## src/rtl/rcwt_pkg.sv

```systemverilog
// shared types and constants for the raycast wall column texturer
// no dependencies
package rcwt_pkg;

  // configuration register indexes
  localparam logic CFG_ROW_SHIFT  = 1'b0;
  localparam logic CFG_EYE_OFFSET = 1'b1;

  // request kinds
  localparam logic MODE_LOAD = 1'b0;
  localparam logic MODE_DRAW = 1'b1;

  // divider sizes: dividend and divisor widths
  localparam int unsigned DIV_W = 36;
  localparam int unsigned DVS_W = 17;

  typedef struct packed {
    logic               mode;
    logic [7:0]         column;
    logic [15:0]        distance;
    logic               hit_side;
    logic [15:0]        pos_x;
    logic [15:0]        pos_y;
    logic signed [15:0] dir_x;
    logic signed [15:0] dir_y;
    logic               texture_select;
    logic [11:0]        texel_address;
    logic [31:0]        texel;
  } in_item_t;

  typedef struct packed {
    logic [5:0]  row;
    logic [7:0]  out_column;
    logic [31:0] color;
    logic [15:0] depth;
    logic        last;
  } out_item_t;

  // classified request held in the queue
  typedef struct packed {
    logic               is_load;
    logic               sel;
    logic [11:0]        addr;
    logic [31:0]        texel;
    logic [7:0]         column;
    logic [15:0]        distance;
    logic [15:0]        pos;
    logic signed [15:0] dir;
  } cmd_t;

  // divider start request
  typedef struct packed {
    logic             start;
    logic [DIV_W-1:0] dividend;
    logic [DVS_W-1:0] divisor;
  } div_req_t;

endpackage

```

## src/rtl/rcwt_front.sv

```systemverilog
// front end: takes requests and classifies them into queue commands
// depends on rcwt_pkg
module rcwt_front #(
  parameter int unsigned SCREEN_WIDTH = 256
) (
  input  rcwt_pkg::in_item_t item_i,
  input  logic               valid_i,
  input  logic               q_full_i,
  output logic               stall_o,
  output logic               push_o,
  output rcwt_pkg::cmd_t     cmd_o
);
  import rcwt_pkg::*;

  logic on_screen;
  logic is_load;

  // off-screen draw columns are dropped here
  assign on_screen = {1'b0, item_i.column} < 9'(SCREEN_WIDTH);
  assign is_load   = (item_i.mode == MODE_LOAD);

  // clamp distance, pick the position and direction axis for the hit side
  always_comb begin
    cmd_o.is_load  = is_load;
    cmd_o.sel      = is_load ? item_i.texture_select : item_i.hit_side;
    cmd_o.addr     = item_i.texel_address;
    cmd_o.texel    = item_i.texel;
    cmd_o.column   = item_i.column;
    cmd_o.distance = (item_i.distance == 16'd0) ? 16'd1 : item_i.distance;
    cmd_o.pos      = item_i.hit_side ? item_i.pos_x : item_i.pos_y;
    cmd_o.dir      = item_i.hit_side ? item_i.dir_x : item_i.dir_y;
  end

  assign stall_o = q_full_i;
  assign push_o  = valid_i && !q_full_i && (is_load || on_screen);

endmodule

```

## config.mk

```make
export PLATFORM = sky130hd
export DESIGN_NAME = rcwt_front
export DESIGN_NICKNAME = d
export VERILOG_FILES = /design/src/rtl/rcwt_pkg.sv /design/src/rtl/rcwt_front.sv
export SDC_FILE = /design/constraint.sdc
export NUM_CORES = 1
export LEC_CHECK = 0
export CORE_AREA = 2 2 93 95
export DETAILED_ROUTE_END_ITERATION = 8
export DIE_AREA = 0 0 95 97
export DONT_BUFFER_PORTS = 1
export PLACE_DENSITY = 0.3
export SLEW_MARGIN = 0
export SYNTH_ARGS = -nofsm -noshare
export SYNTH_HDL_FRONTEND = slang
export SYNTH_SLANG_ARGS = --single-unit
```

## constraint.sdc

```tcl
create_clock -name vclk -period 0.95
set_input_delay 0 -clock vclk [all_inputs]
set_output_delay 0 -clock vclk [all_outputs]
set_load 0.01 [all_outputs]
```

==> impl_metrics.env <==
export IMPL_result_of_the_run="complete, no violations"
export IMPL_setup_tns_ps=0
export IMPL_finalInstanceArea_um2=656
export IMPL_final_seq_area_um2=0
export IMPL_routed_via_count=488
export IMPL_drcViolationCount=0
export IMPL_power_total_uw=276
export IMPL_placement_rows=33
export IMPL_fillCellCount=918
export IMPL_mostFrequentLayoutCell="mux2_4"
export IMPL_postSynthAreaPerCell_um2=9.36
export IMPL_numPortBuffers=0
export IMPL_vdd_drop_max_uv=48.1
export IMPL_internal_power_uw=168
export IMPL_timing_final_hold_violations=0
export IMPL_timing_max_transition_violations_final=0
export IMPL_slowest_delay_ps=330
export IMPL_cellPowerDensity_nw_per_um2=420
export IMPL_worst_path_max_fanout=2
export IMPL_power_switching_uw=108
export IMPL_core_area_um2=8130
export IMPL_path_class="primary input to output pin"
export IMPL_post_dp_hpwl_mm=2.37
export IMPL_drt_total_wl_mm=2.61
export IMPL_holdBufCountCts=0
export IMPL_whs_path_depth=0
export IMPL_globalRoute_totalOverflow=0
export IMPL_total_setup_buffers_inserted_after_cts=0
export IMPL_crit_buf_inv=0
export IMPL_rsz0062_at_grt="no"
export IMPL_initial_core_utilization_pct=13.0
export IMPL_drt_antenna_violating_nets=0
export IMPL_grt_pass1_vias=588
export IMPL_grt_start_max_net_pins=34
export IMPL_min_to="cmd_o[60]"
export IMPL_max_slew_worst_pin_slew_ps=325
export IMPL_grt_antenna_before_repair=0
export IMPL_slew_limit_headroom_pct=78.1
export IMPL_detailedRoute_firstIterationViolations=7
export IMPL_fmaxAchievable_mhz=1590
export IMPL_worst_hold_startpoint="item_i[4]"
export IMPL_drt_pre_antenna_iters=3
export IMPL_path_cells="nor4_1 -> a41o_1"
export IMPL_worst_hold_path_type="primary input to output pin"
export IMPL_global_route_wire_length_before_repair_mm=3.26
export IMPL_cpLargestDelayFamily="simple AND/OR/NAND/NOR gates"
export IMPL_critical_path_required_ps=950
export IMPL_place_area_um2=656
export IMPL_via_per_inst=3.37
export IMPL_syn_nets=250
export IMPL_synthesized_cell_area_um2=1060
export IMPL_sw_frac_of_total_pct=39.0
export IMPL_synth_lib_cells_used_distinct=11
export IMPL_arrival_ps=630
export IMPL_antenna_diode_count=0
export IMPL_floorplan_die_area_um2=9220
export IMPL_gp_congestion=0.573
export IMPL_ios=241
export IMPL_max_capacitance_violation_count=0
export IMPL_final_clkbuf_count=0
export IMPL_ys_seq_area_share_pct=0
export IMPL_layout_area_overhead_vs_synth_pct=-38.0
export IMPL_share_of_the_clock_period_used_by_the_worst_path_pct=66.1
export IMPL_cts_resized_gates=0
export IMPL_p_leak_nw=0.271
export IMPL_post_route_cells_drive_above_1_share_pct=82.5
export IMPL_grt_use_total_pct=4.69
export IMPL_post_synth_inst_count=113
export IMPL_fin_nets=179
export IMPL_route_detailed_wl_per_inst_um=18.0
export IMPL_finalSetupViolations=0
export IMPL_power_frac_clock_pct=0
export IMPL_numSequentialCells=0
export IMPL_critical_path_slowest_cell="nor4_1"
export IMPL_die_x_um=95
export IMPL_sequentialPowerShare_pct=0
export IMPL_die_height_um=97
export IMPL_final_min_clock_period_ps=628
export IMPL_commonest_non_fill_non_tap_cells_in_the_layout="mux2_4 (29), mux2_2 (4), nor4_1 (3)"
export IMPL_critical_path_endpoint_type="output pin"
export IMPL_ys_warn_count=0
export IMPL_worstSetupStartpointType="primary input"
export IMPL_combPwrFrac_pct=100.0
## per-stage QoR
| stage | hold WS, ps | util [%] | std cells | setup slack, ps |
|---|---|---|---|---|
| after global routing | 0.0151 | 8.06 | 145 | 308 |
| after CTS | 0.0686 | 8.06 | 145 | 302 |
| after global placement | 0.0686 | 8.06 | 145 | 293 |
| after floorplan | 46.4 | - | 113 | 379 |
| final | 0.00391 | 8.06 | 145 | 322 |
| after detailed placement | 0.0686 | 8.06 | 145 | 307 |
## cell families after synthesis
kind of cell	synth area share, %
compound gates	0.947
buf+inv	50.8
simple gates	2.84
mux	45.4
## worst max path at each step
| stage | start | end | slack, ps | depth (start not counted) |
|---|---|---|---|---|
| final | item_i[114] | cmd_o[32] | 320 | 2 |
| after global routing | item_i[114] | cmd_o[32] | 310 | 2 |
| after CTS | item_i[114] | cmd_o[32] | 300 | 2 |
| after detailed placement | item_i[114] | cmd_o[32] | 310 | 2 |
| after global placement | item_i[114] | cmd_o[32] | 290 | 2 |
| after floorplan | item_i[109] | cmd_o[0] | 380 | 3 |
## power groups by stage
stage	Combinational, mW	Sequential, mW	Clock, mW
final	0.276	0	0
after global routing	0.300	0	0
after CTS	0.284	0	0
after detailed placement	0.283	0	0
after global placement	0.288	0	0
after floorplan	0.591	0	0
## cells in the mapped netlist, drive strengths merged
master	n	share of area, %
nor4	3	1.8
nor3	1	0.47
mux2	33	45
nor2b	1	0.59
inv	1	0.35
a41o	1	0.95
clkbuf	15	5.3
buf	58	45
## cell type report
cell class	count	area, um^2	share of cell area, %
Tap cell	105	131	20.0
Multi-Input combinational cell	39	520	79.4
Inverter	1	3.75	0.573
## metal layers
metal | global-route usage [%] | routed length (um) | vias to the layer above
met5 | 0 | 0 | -
met4 | 1.90 | 95 | 0
met3 | 1.95 | 484 | 20
met2 | 11.1 | 1570 | 110
met1 | 2.40 | 457 | 196
li1 | - | - | 162
Power figures use the tool's default switching activity.
