`src/rtl/rcwt_pkg.sv`:
```
// shared types and constants for the raycast wall column texturer
// no dependencies
package rcwt_pkg;

  // configuration register indexes
  localparam logic CFG_ROW_SHIFT  = 1'b0;
  localparam logic CFG_EYE_OFFSET = 1'b1;

  // request kinds
  localparam logic MODE_LOAD = 1'b0;
  localparam logic MODE_DRAW = 1'b1;

  // divider sizes: dividend and divisor widths
  localparam int unsigned DIV_W = 36;
  localparam int unsigned DVS_W = 17;

  typedef struct packed {
    logic               mode;
    logic [7:0]         column;
    logic [15:0]        distance;
    logic               hit_side;
    logic [15:0]        pos_x;
    logic [15:0]        pos_y;
    logic signed [15:0] dir_x;
    logic signed [15:0] dir_y;
    logic               texture_select;
    logic [11:0]        texel_address;
    logic [31:0]        texel;
  } in_item_t;

  typedef struct packed {
    logic [5:0]  row;
    logic [7:0]  out_column;
    logic [31:0] color;
    logic [15:0] depth;
    logic        last;
  } out_item_t;

  // classified request held in the queue
  typedef struct packed {
    logic               is_load;
    logic               sel;
    logic [11:0]        addr;
    logic [31:0]        texel;
    logic [7:0]         column;
    logic [15:0]        distance;
    logic [15:0]        pos;
    logic signed [15:0] dir;
  } cmd_t;

  // divider start request
  typedef struct packed {
    logic             start;
    logic [DIV_W-1:0] dividend;
    logic [DVS_W-1:0] divisor;
  } div_req_t;

endpackage

```
`src/rtl/rcwt_fifo.sv`:
```
// two-entry command queue between front and back end
// depends on rcwt_pkg
module rcwt_fifo (
  input  logic           clk_i,
  input  logic           rst_ni,
  input  logic           push_i,
  input  rcwt_pkg::cmd_t data_i,
  input  logic           pop_i,
  output rcwt_pkg::cmd_t data_o,
  output logic           empty_o,
  output logic           full_o
);
  import rcwt_pkg::*;

  cmd_t       entry_q [2];
  logic       wp_q;
  logic       rp_q;
  logic [1:0] cnt_q;

  // pointers and fill count
  always_ff @(posedge clk_i or negedge rst_ni) begin
    if (!rst_ni) begin
      wp_q  <= 1'b0;
      rp_q  <= 1'b0;
      cnt_q <= 2'd0;
    end else begin
      if (push_i) wp_q <= ~wp_q;
      if (pop_i) rp_q <= ~rp_q;
      case ({push_i, pop_i})
        2'b10:   cnt_q <= cnt_q + 2'd1;
        2'b01:   cnt_q <= cnt_q - 2'd1;
        default: cnt_q <= cnt_q;
      endcase
    end
  end

  // storage
  always_ff @(posedge clk_i) begin
    if (push_i) entry_q[wp_q] <= data_i;
  end

  assign data_o  = entry_q[rp_q];
  assign empty_o = (cnt_q == 2'd0);
  assign full_o  = (cnt_q == 2'd2);

endmodule

```
`config.mk`:
```
export PLATFORM = sky130hd
export DESIGN_NAME = rcwt_fifo
export DESIGN_NICKNAME = d
export VERILOG_FILES = /design/src/rtl/rcwt_pkg.sv /design/src/rtl/rcwt_fifo.sv
export SDC_FILE = /design/constraint.sdc
export NUM_CORES = 1
export LEC_CHECK = 0
export ABC_AREA = 1
export BUFFER_PORTS_ARGS = -buffer_cell sky130_fd_sc_hd__buf_2
export CORE_ASPECT_RATIO = 0.9
export CORE_MARGIN = 3
export CORE_UTILIZATION = 46
export CTS_CLUSTER_DIAMETER = 150
export DETAILED_ROUTE_END_ITERATION = 8
export HOLD_SLACK_MARGIN = 0.15
export PLACE_DENSITY_LB_ADDON = 0.15
export SLEW_MARGIN = 20
export SYNTH_ARGS = -nofsm -noshare
export SYNTH_HDL_FRONTEND = slang
export SYNTH_SLANG_ARGS = --single-unit
```
`constraint.sdc`:
```
create_clock -name clk_i -period 5.8 [get_ports clk_i]
set_clock_uncertainty 0.05 [all_clocks]
set_input_delay 1.16 -clock clk_i [delete_from_list [all_inputs] [get_ports clk_i]]
set_output_delay 1.16 -clock clk_i [all_outputs]
set_load 0.05 [all_outputs]
```
==> metrics.csv <==
stage,metric,value,unit
power,total leakage power,4.24,nW
grt,pin count of the biggest net entering global routing,128,
synth,Post-synth top cells,"204 x edfxtp_1, 108 x inv_1, 107 x nand2_1, 50 x o21ai_2, 43 x o21ai_0",
routing,drt drc,0,
cells_and_area,layout cell share with drive strength beyond 1,38.1,%
grt,initial antenna violation count,3,
power,Power Dens Cells,609,nW/um^2
routing,post-route ant nets,0,
synth,top cell type's share of synthesized area,76.5,%
synth,register bit total from synthesis,208,
cts,cts hold-fix bufs,0,
synth,largest area contributor in the netlist,edfxtp_1,
cts,CTS tree,yes,
critical_path,crit path capture,data_o[38],
status,status,finished clean,
floorplan,Core ar.,16900,um^2
synth,synthesized area per cell,14.4,um^2
timing,Final Hold Vio Count,0,
power,share of power burned in combinational logic,41.6,%
power,internal power,0.00334,W
grt,vias in the first global route,4848,
synth,asr flop ratio synth,1.92,%
cells_and_area,post-route design area,9910,um^2
timing,Slew headroom,34.0,%
routing,routed vias/inst,4.64,
power,clock network fraction of total power,22.6,%
placed_design,IO buf count,209,
critical_path,CP endpoint kind,primary output,
synth,Ys Warns,0,
timing,RSZ-0062 raised after global routing,false,
synth,most numerous cell in the Yosys netlist,edfxtp_1,
critical_path,CP required,4.59,ns
power,Switching Fraction,44.7,%
critical_path,Worst Path Max Fanout,127,
power,Flop pwr share,35.8,%
grt,global-route wire length before repair,24.4,mm
placed_design,Post-Place Cells,982,
floorplan,total die area,19000,um^2
critical_path,crit path launch type,flop,
cts,Worst-Skew Late Latency,0.48,ns
synth,Synth Cell Area,8000,um^2
timing,max-slew violation count,0,
floorplan,initial core utilization,47.2,%
cells_and_area,Final nets,878,
cts,Max H-tree Level,1,
synth,syn_nets,664,
cts,Post-CTS Setup Inserts,0,
synth,cells after synthesis,557,
critical_path,Critical path origin,rp_q,
timing,Slew @ Worst Pin,0.990,ns
routing,Routed WL,15.0,mm
job,max-cap viol count,0,
cts,Clock Sink Count,208,
timing,fmax,258,MHz
critical_path,R2R depth,3,
cells_and_area,Synth-to-Final Area Change,23.8,%
floorplan,Die Ht,131,um
cells_and_area,filler-free cell count of the finished design,1023,
timing,setup_tns,0,ns
timing,final period demand of the worst path,3.88,ns
routing,Vias,4742,
cts,clk root buf,clkbuf_16,
worst_hold_path,worst min path class,in2async,
routing,DR WL/cell,14.7,um
synth,largest cells by area after synthesis,"edfxtp_1 77%, o21ai_2 5.5%, inv_1 5.1%",
routing,Initial DRC Count,219,
grt,gr ovfl total,0,
power,sw power,0.00270,W
timing,crit share post-route,66.8,%
routing,TritonRoute pass-1 iters,4,
placed_design,DPL Wire Length,9.94,mm
floorplan,Top Ports,210,
cts,CTS resizes,0,
cts,TritonCTS buffer count,22,
synth,register area share after synthesis,77.8,%
placed_design,Placed Instance Area,9190,um^2
floorplan,Die Width,145,um
cts,Longest Clk Path Bufs,3,
timing,final setup fails,0,
placed_design,Final GP Congestion,0.726,
cts,"Reg clk slew, reported paths",0.06,ns
power,PnR Total Power,0.00603,W
critical_path,R2R setup slack,3.58,ns
critical_path,WP data arrival,2.67,ns
critical_path,FF-to-FF End,entry_q[1][71],
power,Worst VDD drop,0.000383,V
synth,synth unique cells,18,
floorplan,Core Rows,45,
critical_path,reg2reg start,wp_q,
synth,"EDFF count, synth",204,
grt,gr usage total,15.7,%
synth,Synth Flop Type,edfxtp_1,
critical_path,Setup CP Type,reg2out,
==> critical path, cell delays in order, from the launching register on <==
cell and delay, ns:
dfrtp_4 1.03, buf_12 0.47, nand2_1 0.09, o21ai_0 0.13, buf_2 0.32
==> worst min path at each step <==
stage | from | end | slack, ns | cells past startpoint
2_1_floorplan | cnt_q[1] | cnt_q[1] | 0.41 | 2
3_3_place_gp | cnt_q[1] | cnt_q[1] | 0.43 | 2
3_5_place_dp | cnt_q[1] | cnt_q[1] | 0.47 | 2
4_1_cts | rst_ni | cnt_q[0] | 0.41 | 1
5_1_grt | rst_ni | cnt_q[0] | 0.41 | 1
6_report | rst_ni | wp_q | 0.43 | 1
==> metrics by stage <==
stage          util (%)  hold WS (ns)  worst slack (ns)
3_3_place_gp       54.2         0.428              2.42
2_1_floorplan         -         0.413              1.47
3_5_place_dp       54.2         0.472              2.41
5_1_grt            58.5         0.414              1.64
4_1_cts            58.5         0.408              1.88
6_report           58.5         0.434              1.92
==> power by group through the flow <==
stage                     clock (W)  sequential [W]  combinational [W]
after CTS                   0.00141         0.00217            0.00254
after detailed placement          0         0.00220            0.00254
after global placement            0         0.00218            0.00252
final                       0.00136         0.00216            0.00251
after floorplan                   0         0.00210            0.00214
after global routing        0.00147         0.00220            0.00267
==> cells in the final DEF, fill, tap and decap left out <==
master | netlist | layout
ha_1 | 1 | 1
o21ai_0 | 43 | 43
nor2_1 | 3 | 2
edfxtp_1 | 204 | 204
xor2_1 | 2 | 2
diode_2 | 0 | 1
clkinv_2 | 0 | 7
buf_12 | 0 | 1
o21ai_1 | 9 | 9
buf_2 | 1 | 209
nand4_1 | 1 | 1
nor2_4 | 0 | 1
dfrtp_4 | 0 | 1
clkbuf_8 | 0 | 2
o21ai_2 | 50 | 50
dfrtp_1 | 4 | 3
bufinv_16 | 0 | 2
nand2_1 | 107 | 107
nand3_1 | 1 | 1
xnor2_1 | 1 | 1
clkbuf_16 | 0 | 23
inv_4 | 0 | 1
clkbuf_1 | 4 | 5
clkinv_1 | 0 | 1
inv_1 | 108 | 107
buf_4 | 4 | 3
==> registers in the layout, indices dropped and copies added, names as in the netlist <==
signal and flops:
cnt_q 2, entry_q 204, rp_q 1, wp_q 1
==> per-layer routing <==
| metal | track usage (%) | vias to the layer above | routed length, um |
|---|---|---|---|
| li1 | - | 2333 | - |
| met1 | 19.9 | 2216 | 6110 |
| met2 | 26.1 | 163 | 7170 |
| met3 | 5.55 | 26 | 1360 |
| met4 | 3.96 | 4 | 342 |
| met5 | 0 | - | 34 |
==> cell type report <==
type / count / area, um^2
diodes: 1 / 2.50
flip-flops and latches: 208 / 6230
well taps: 235 / 294
clock buffers: 30 / 622
fillers: 1406 / 7040
multi-input cells: 218 / 1170
repair buffers: 213 / 1090
clock inverters: 10 / 98.8
inverters: 108 / 408
==> logic make-up (layout without fill, tap and decap cells) <==
family	count (synthesis)	after routing	synth area share [%]
flops	208	208	77.8
buf+inv	131	361	7.71
simple gates	112	112	5.30
compound gates	102	102	8.72
xor+xnor	3	3	0.328
fa+ha+maj	1	1	0.156
other cells	0	1	0
Power figures use the tool's default switching activity.
